## src/rtl/hrtm_pkg.sv

```systemverilog
// ----------------------------------------------------------------------------
// hrtm_pkg
// Shared constants, types and table builders for the half-float RGBA tone
// mapper: Q30 fixed-point constants, pipeline latency and ROM contents.
// ----------------------------------------------------------------------------
package hrtm_pkg;

    // table geometry: 2^TAB_BITS segments, linear interpolation in between
    localparam int TAB_BITS = 10;
    localparam int TAB_N    = 1 << TAB_BITS;
    localparam int FRAC_SH  = 30 - TAB_BITS;

    // interpolating lookup: ROM read, slope multiply, add
    localparam int LUT_LAT  = 3;
    // colour path: five lookups plus sixteen arithmetic stages
    localparam int PIPE_LAT = 16 + 5 * LUT_LAT;

    localparam logic [33:0] Q30_ONE   = 34'd1 << 30;
    localparam logic [29:0] LN2_Q30   = 30'd744261118;
    localparam logic [27:0] KNEE_Q30  = 28'd198506946;
    localparam logic [28:0] EXPO_Q30  = 29'd488015659;
    localparam logic [22:0] SCALE_Q16 = 23'd5548278;

    localparam logic signed [39:0] OFFSET_Q30 = 40'sd2656362111;
    localparam logic signed [39:0] GAIN_LIM   = 40'sd21474836480;
    localparam logic signed [39:0] SAT_LOG    = 40'sd5368709120;
    localparam logic signed [39:0] FLOOR_LOG  = -40'sd17179869184;

    // ln2 / knee as a 2^-40 reciprocal, split for two narrower multipliers
    localparam int          RECIP_SH    = 40;
    localparam int          RECIP_SPLIT = 21;
    localparam logic [41:0] KNEE_RECIP  =
        42'((128'(LN2_Q30) << RECIP_SH) / 128'(KNEE_Q30));
    localparam logic [20:0] RECIP_HI    = 21'(KNEE_RECIP >> RECIP_SPLIT);
    localparam logic [20:0] RECIP_LO    = KNEE_RECIP[20:0];

    typedef enum logic [1:0] {
        KIND_CALC,
        KIND_ZERO,
        KIND_FULL
    } t_kind;

    typedef enum logic {
        TAB_LOG,
        TAB_EXP
    } t_tab;

    // log2(1 + i/N) in Q30 by repeated squaring
    function automatic logic [31:0] log_entry(input int i);
        logic [63:0] y;
        logic [63:0] r;
        y = (64'd1 << 30) + (64'(i) << FRAC_SH);
        r = 64'd0;
        if (i >= TAB_N) begin
            r = 64'd1 << 30;
        end else begin
            for (int k = 1; k <= 30; k++) begin
                y = (y * y) >> 30;
                if (y >= (64'd1 << 31)) begin
                    y = y >> 1;
                    r = r | (64'd1 << (30 - k));
                end
            end
        end
        return r[31:0];
    endfunction

    // 2^(i/N) in Q30 from a truncated series of e^z
    function automatic logic [31:0] exp_entry(input int i);
        logic [63:0] z;
        logic [63:0] term;
        logic [63:0] sum;
        z    = (64'(i) * 64'(LN2_Q30)) >> TAB_BITS;
        term = 64'd1 << 30;
        sum  = 64'd1 << 30;
        for (int k = 1; k <= 20; k++) begin
            term = ((term * z) >> 30) / 64'(k);
            sum  = sum + term;
        end
        return sum[31:0];
    endfunction

endpackage

```

## src/rtl/hrtm_alpha.sv

```systemverilog
// ----------------------------------------------------------------------------
// hrtm_alpha
// Alpha channel: half-float times 255, rounded and clamped, then delayed to
// line up with the colour pipeline.
// ----------------------------------------------------------------------------
module hrtm_alpha (
    input  logic        i_clk,
    input  logic [15:0] i_bits,
    output logic [7:0]  o_value
);

    localparam int LAT = hrtm_pkg::PIPE_LAT;

    logic        w_sgn;
    logic [4:0]  w_ex;
    logic [9:0]  w_man;
    logic [18:0] w_num;
    logic [4:0]  w_sh;
    logic [24:0] w_rnd;
    logic [7:0]  w_val;
    logic [7:0]  r_a [1:LAT];

    assign w_sgn = i_bits[15];
    assign w_ex  = i_bits[14:10];
    assign w_man = i_bits[9:0];
    assign w_num = 19'((w_ex == 5'd0) ? {1'b0, w_man} : {1'b1, w_man}) * 19'd255;
    assign w_sh  = (w_ex == 5'd0) ? 5'd24 : (5'd25 - w_ex);
    assign w_rnd = (25'(w_num) + (25'd1 << (w_sh - 5'd1))) >> w_sh;

    always_comb begin
        if (w_ex == 5'd31) begin
            w_val = (w_man != 10'd0 || w_sgn) ? 8'd0 : 8'd255;
        end else if (w_sgn) begin
            w_val = 8'd0;
        end else if (w_ex >= 5'd15) begin
            w_val = 8'd255;
        end else begin
            w_val = (w_rnd > 25'd255) ? 8'd255 : w_rnd[7:0];
        end
    end

    always_ff @(posedge i_clk) begin
        r_a[1] <= w_val;
        for (int s = 2; s <= LAT; s++) begin
            r_a[s] <= r_a[s-1];
        end
    end

    assign o_value = r_a[LAT];

endmodule

```

## config.mk

```make
export PLATFORM = sky130hd
export DESIGN_NAME = hrtm_alpha
export DESIGN_NICKNAME = d
export VERILOG_FILES = /design/src/rtl/hrtm_pkg.sv /design/src/rtl/hrtm_alpha.sv
export SDC_FILE = /design/constraint.sdc
export NUM_CORES = 1
export LEC_CHECK = 0
export BUFFER_PORTS_ARGS = -buffer_cell sky130_fd_sc_hd__buf_4
export CORE_ASPECT_RATIO = 0.75
export CORE_MARGIN = 2
export CORE_UTILIZATION = 40
export DETAILED_ROUTE_END_ITERATION = 10
export PLACE_DENSITY_LB_ADDON = 0.12
export REMOVE_ABC_BUFFERS = 1
export SLEW_MARGIN = 30
export SYNTH_ARGS = -nofsm -noshare
export SYNTH_HDL_FRONTEND = slang
export SYNTH_SLANG_ARGS = --single-unit
```

## constraint.sdc

```tcl
create_clock -name i_clk -period 7.9 [get_ports i_clk]
set_input_delay 0.395 -clock i_clk [delete_from_list [all_inputs] [get_ports i_clk]]
set_output_delay 0.395 -clock i_clk [all_outputs]
set_load 0.01 [all_outputs]
```

### Word-level counts from Yosys, hierarchy flattened

Memories as Yosys holds them, arrays and structs flattened.
Cells that the tools add are included.

* shift operators: 2
* order comparisons: 2
* multiply operators: 1
* muxes and demuxes: 7
* $add $sub $neg: 3
* reduce and logical (&&, ||, !) cells: 3
* equality and inequality tests: 1

Operators by type and width (number)
* $mux 8: 5
* $add 19x25->25: 1
* $gt 25x8->1 const B: 1
* $shl 1x5->25 const A: 1
* $shr 25x5->25: 1
* $mul 11x8->19 const B: 1
* $mux 11: 1
* $reduce_bool 10->1: 1
* $eq 5x5->1 const B: 1
* $ge 5x4->1 const B: 1
* $logic_not 5->1: 1
* $mux 5: 1
* $sub 5x1->5 const B: 1
* $sub 5x5->5 const A: 1
* $logic_or 1x1->1: 1

* memories: 1
* bits in writable memories: 248
* output and inout port bits: 8
* register bits: 0
* input port bits: 17

Memory list
* r_a: words 31, width 8, rd ports 31, clocked after Yosys merged registers in 0, wr ports 31, RTL line hrtm_alpha.sv:21 `logic [7:0] r_a [1:LAT];`

### Logic depth before layout (Yosys ltp)

* word-level depth: 11
* gate-level depth with buffers: 28
* depth with buffers taken out: 26

### Worst setup path before layout

Ideal clock, no wire load.

* kind: input to register
* from: input port i_bits[11]
* to: register r_a[0][8] (netlist name)
* required time: 7824 ps
* path buffers: 4
* setup slack: 960 ps
* library setup time: 76 ps
* arrival time: 6865 ps
* stages: 27
* cell sequence: clkbuf_1 -> clkinv_1 -> buf_1 -> ha_1 -> inv_1 -> nor2_1 -> clkbuf_1 -> clkbuf_1 -> nor3_1 -> fa_1 -> inv_1 -> fa_1 -> fa_1 -> inv_1 -> fa_1 -> ha_1 -> o211ai_1 -> a21oi_2 -> o31ai_2 -> o21ai_1 -> xor2_1 -> o22ai_1 -> or3_1 -> and3_1 -> and3_4 -> o221a_4 -> a31oi_2

RTL lines
* start, declared: RTL line hrtm_alpha.sv:8 `input logic [15:0] i_bits,`

==> out/metrics.csv <==
metric,value,unit
die boundary height,139,um
transition time of the tightest slew-check pin,0.718,ns
total number of clock tree sinks,248,
number of enable flip-flop cells after synthesis,0,
DRT antenna net count,0,
Final nets,1020,
clock latency on the worst-skew pair,0.48,ns
area post-placement,10200,um2
count of instances resized after the clock tree is built,0,
buffer type at the clock tree root,sky130_fd_sc_hd__clkbuf_16,
worst hold slack,0.317,ns
share of total power in the clock network,20.3,%
hold_sp,r_a[2][12]$_DFF_P_,
worst reg-to-reg path cell count,0,
total power per unit cell area,443,nW/um2
maxcap violations,0,
Hold Path Class,reg -> reg,
yosys warns,0,
global-route usage over all layers,15.5,%
number of global-route vias before repair,5768,
run status,"complete, no violations",
top fanout value on the critical path,24,
adder-cell share of the synthesized area,19.5,%
post-detailed-route wirelength per cell,15.6,um
number of hold violations in the final report,0,
num ports,25,
core area,23800,um2
depth of the CTS H-tree,1,
detailed placement HPWL,14.7,mm
dominant combinational cell family by area after synthesis,adder cells,
post-synth cell types,67,
RSZ-0062 raised after global routing,false,
max-slew headroom at the worst pin,51.9,%
Final Cycle Share,89.0,%
final-report setup violation count,0,
hold endpoint,r_a[2][20]$_DFF_P_,
Die Width,183,um
hold bufs inserted after CTS,0,
VDD IR max,0.164,mV
final worst clock skew,0.00897,ns
sw frac,39.7,%
share of the synthesized area in compound gates (AO/OA/AOI/OAI),11.6,%
Reg with most FFs,r_a,
time the worst path needs with I/O delays and setup,7.03,ns
crit start category,input port,
worst endpoint data arrival time,7.44,ns
number of remaining DRC errors,0,
number of antenna violations at the first check in global routing,0,
"Seq/Total Area, Yosys",51.4,%
buffers inserted by post-CTS timing repair,0,
Layout area overhead,12.3,%
Regs by FF count,r_a (248),
area of the die,25400,um2
post-layout power,4.81,mW
number of max-slew violations in the final report,0,
Worst Setup Slack post-DPL,0.461,ns
DRC violation total after the first TritonRoute iteration,511,
Combinational Power Share,47.3,%
share of power burned in registers,32.4,%
wire length of the first global-routing pass,31.3,mm
clock tree from TritonCTS,yes,
most used flip-flop cell after synthesis,sky130_fd_sc_hd__dfxtp_1,
Mapped Area,9660,um2
kind of end point of the critical path,register,
antenna cell count,0,
final weighted congestion in routability-driven placement,0.911,
largest net degree at the start of global routing,25,
share of synthesized flip-flops with an asynchronous set or reset,0,%
FMAX,142,MHz
cell row count,49,
drt pass-1 iters,5,
flop2flop setup slack,7.48,ns
xor/xnor share of the synthesized area,1.45,%
share of final-layout standard cells stronger than drive strength 1,11.2,%
total via count in the routed design,5938,
Worst Path Required,8.31,ns
number of flip-flops under the largest register name,248,
Internal Dissipation,2.90,mW
total non-filler cell area in the finished layout,10800,um2
Leak,4.88,nW
WS Path Type,in -> reg,
switching pwr,1.91,mW
Port Buffers,24,
hold path depth,0,
Post-Synthesis Cells,861,
smallest setup slack after layout,0.871,ns
GRT overflow,0,
Critical R2R Capture,r_a[0][19]$_DFF_P_,
total detailed-routing wirelength,18.9,mm
TritonCTS Buffers,22,
CTS Buffer Depth,3,
post-synthesis area per instance,11.2,um2
startpoint of the worst-slack reg-to-reg timing path,r_a[0][11]$_DFF_P_,
Clock transition at path regs,0.06,ns
initial cell density of the core,40.5,%
Final TNS setup,0,ns
fraction of the mapped netlist area in simple logic gates,8.67,%
vias per inst,4.90,
"FF+latch count, synth",248,
multiplexer share of the synthesized area,1.36,%
-- cell usage after synthesis, drive strengths merged, types with 12 or more instances --
library cell / count / share of area, %
nand2: 59 / 2.3
nand3: 12 / 0.62
buf: 25 / 1.5
ha: 50 / 6.5
nor3: 20 / 1.3
inv: 102 / 4.0
nor2: 48 / 1.9
fa: 63 / 13
a21oi: 42 / 2.5
dfxtp: 248 / 51
o21ai: 27 / 1.5
mux2i: 12 / 1.2
-- critical path, cell delays in order --
cell	delay [ns]
sky130_fd_sc_hd__buf_4	0.25
sky130_fd_sc_hd__clkinv_1	0.14
sky130_fd_sc_hd__ha_1	0.59
sky130_fd_sc_hd__inv_1	0.20
sky130_fd_sc_hd__a21oi_1	0.29
sky130_fd_sc_hd__nor2_1	0.15
sky130_fd_sc_hd__xnor2_1	0.33
sky130_fd_sc_hd__nor2_1	0.15
sky130_fd_sc_hd__fa_1	0.49
sky130_fd_sc_hd__inv_1	0.05
sky130_fd_sc_hd__fa_1	0.49
sky130_fd_sc_hd__inv_1	0.04
sky130_fd_sc_hd__ha_1	0.29
sky130_fd_sc_hd__fa_1	0.57
sky130_fd_sc_hd__inv_1	0.07
sky130_fd_sc_hd__fa_1	0.44
sky130_fd_sc_hd__nand2b_1	0.19
sky130_fd_sc_hd__a21oi_2	0.28
sky130_fd_sc_hd__o31ai_2	0.18
sky130_fd_sc_hd__o21ai_1	0.19
sky130_fd_sc_hd__xor2_1	0.35
sky130_fd_sc_hd__o22ai_1	0.17
sky130_fd_sc_hd__or3_1	0.34
sky130_fd_sc_hd__and3_1	0.19
sky130_fd_sc_hd__and3_4	0.17
sky130_fd_sc_hd__o221a_4	0.29
sky130_fd_sc_hd__a31oi_2	0.13
-- worst max path at each step --
stage               startpoint                 to  slack, ns  depth (start not counted)
floorplan           i_bits[11]  r_a[0][8]$_DFF_P_       1.10                         23
global placement    i_bits[11]  r_a[0][8]$_DFF_P_       0.64                         27
detailed placement  i_bits[11]  r_a[0][8]$_DFF_P_       0.46                         27
CTS                 i_bits[11]  r_a[0][8]$_DFF_P_       0.95                         27
global route        i_bits[11]  r_a[0][8]$_DFF_P_       0.35                         27
finish              i_bits[11]  r_a[0][8]$_DFF_P_       0.87                         27
-- per-stage QoR --
stage / utilization [%] / cells
finish: 45.5 / 1211
global route: 45.5 / 1211
CTS: 45.5 / 1211
detailed placement: 42.6 / 1172
global placement: 42.6 / 1172
floorplan: - / 825
-- power groups by stage --
| stage | clock network (mW) | registers, mW | logic (mW) |
|---|---|---|---|
| finish | 0.974 | 1.56 | 2.27 |
| detailed placement | 0 | 1.59 | 2.22 |
| global route | 1.07 | 1.59 | 2.52 |
| CTS | 1.01 | 1.57 | 2.23 |
| global placement | 0 | 1.58 | 2.26 |
| floorplan | 0 | 1.57 | 1.64 |
-- cell families (layout without fill, tap and decap cells) --
| family | count (synthesis) | in the layout |
|---|---|---|
| adders and majority gates | 113 | 113 |
| AOI/OAI and AO/OA | 156 | 156 |
| DFF | 248 | 248 |
| and+or+nand+nor | 176 | 176 |
| xor gates and xnor gates | 16 | 16 |
| buffers and inverters | 139 | 183 |
| muxes | 13 | 13 |
-- cell usage in the layout, fill, tap and decap left out, types with 5 or more instances in the layout --
cell / instances
sky130_fd_sc_hd__a21o_1: 11
sky130_fd_sc_hd__o211ai_1: 10
sky130_fd_sc_hd__xor2_1: 5
sky130_fd_sc_hd__o21ai_1: 10
sky130_fd_sc_hd__a21oi_1: 34
sky130_fd_sc_hd__clkbuf_1: 5
sky130_fd_sc_hd__a211oi_1: 7
sky130_fd_sc_hd__xnor2_1: 11
sky130_fd_sc_hd__nand4_1: 6
sky130_fd_sc_hd__a21oi_2: 8
sky130_fd_sc_hd__and3_1: 8
sky130_fd_sc_hd__dfxtp_1: 248
sky130_fd_sc_hd__nand3_1: 12
sky130_fd_sc_hd__o21ai_0: 15
sky130_fd_sc_hd__buf_4: 41
sky130_fd_sc_hd__clkbuf_16: 22
sky130_fd_sc_hd__mux2i_1: 12
sky130_fd_sc_hd__ha_1: 50
sky130_fd_sc_hd__nor2_1: 47
sky130_fd_sc_hd__fa_1: 63
sky130_fd_sc_hd__o22ai_1: 5
sky130_fd_sc_hd__o211a_1: 5
sky130_fd_sc_hd__nand2_1: 59
sky130_fd_sc_hd__inv_1: 102
sky130_fd_sc_hd__nor3_1: 18
-- metal layers --
metal	up-vias	share of wire [%]	global-route usage [%]
met5	-	0	0
met4	0	0.74	2.36
met3	10	6.2	2.70
met2	160	39	21.2
met1	2848	54	25.5
li1	2920	-	-
-- final cells by class --
type | count | area [um2]
Clock buffer | 31 | 624
Clock inverter | 8 | 62.6
Fill cell | 2225 | 13000
Inverter | 103 | 387
Multi-Input combinational cell | 474 | 4120
Sequential cell | 248 | 4960
Tap cell | 306 | 383
Timing Repair Buffer | 41 | 308
(Power assumes the default switching activity.)
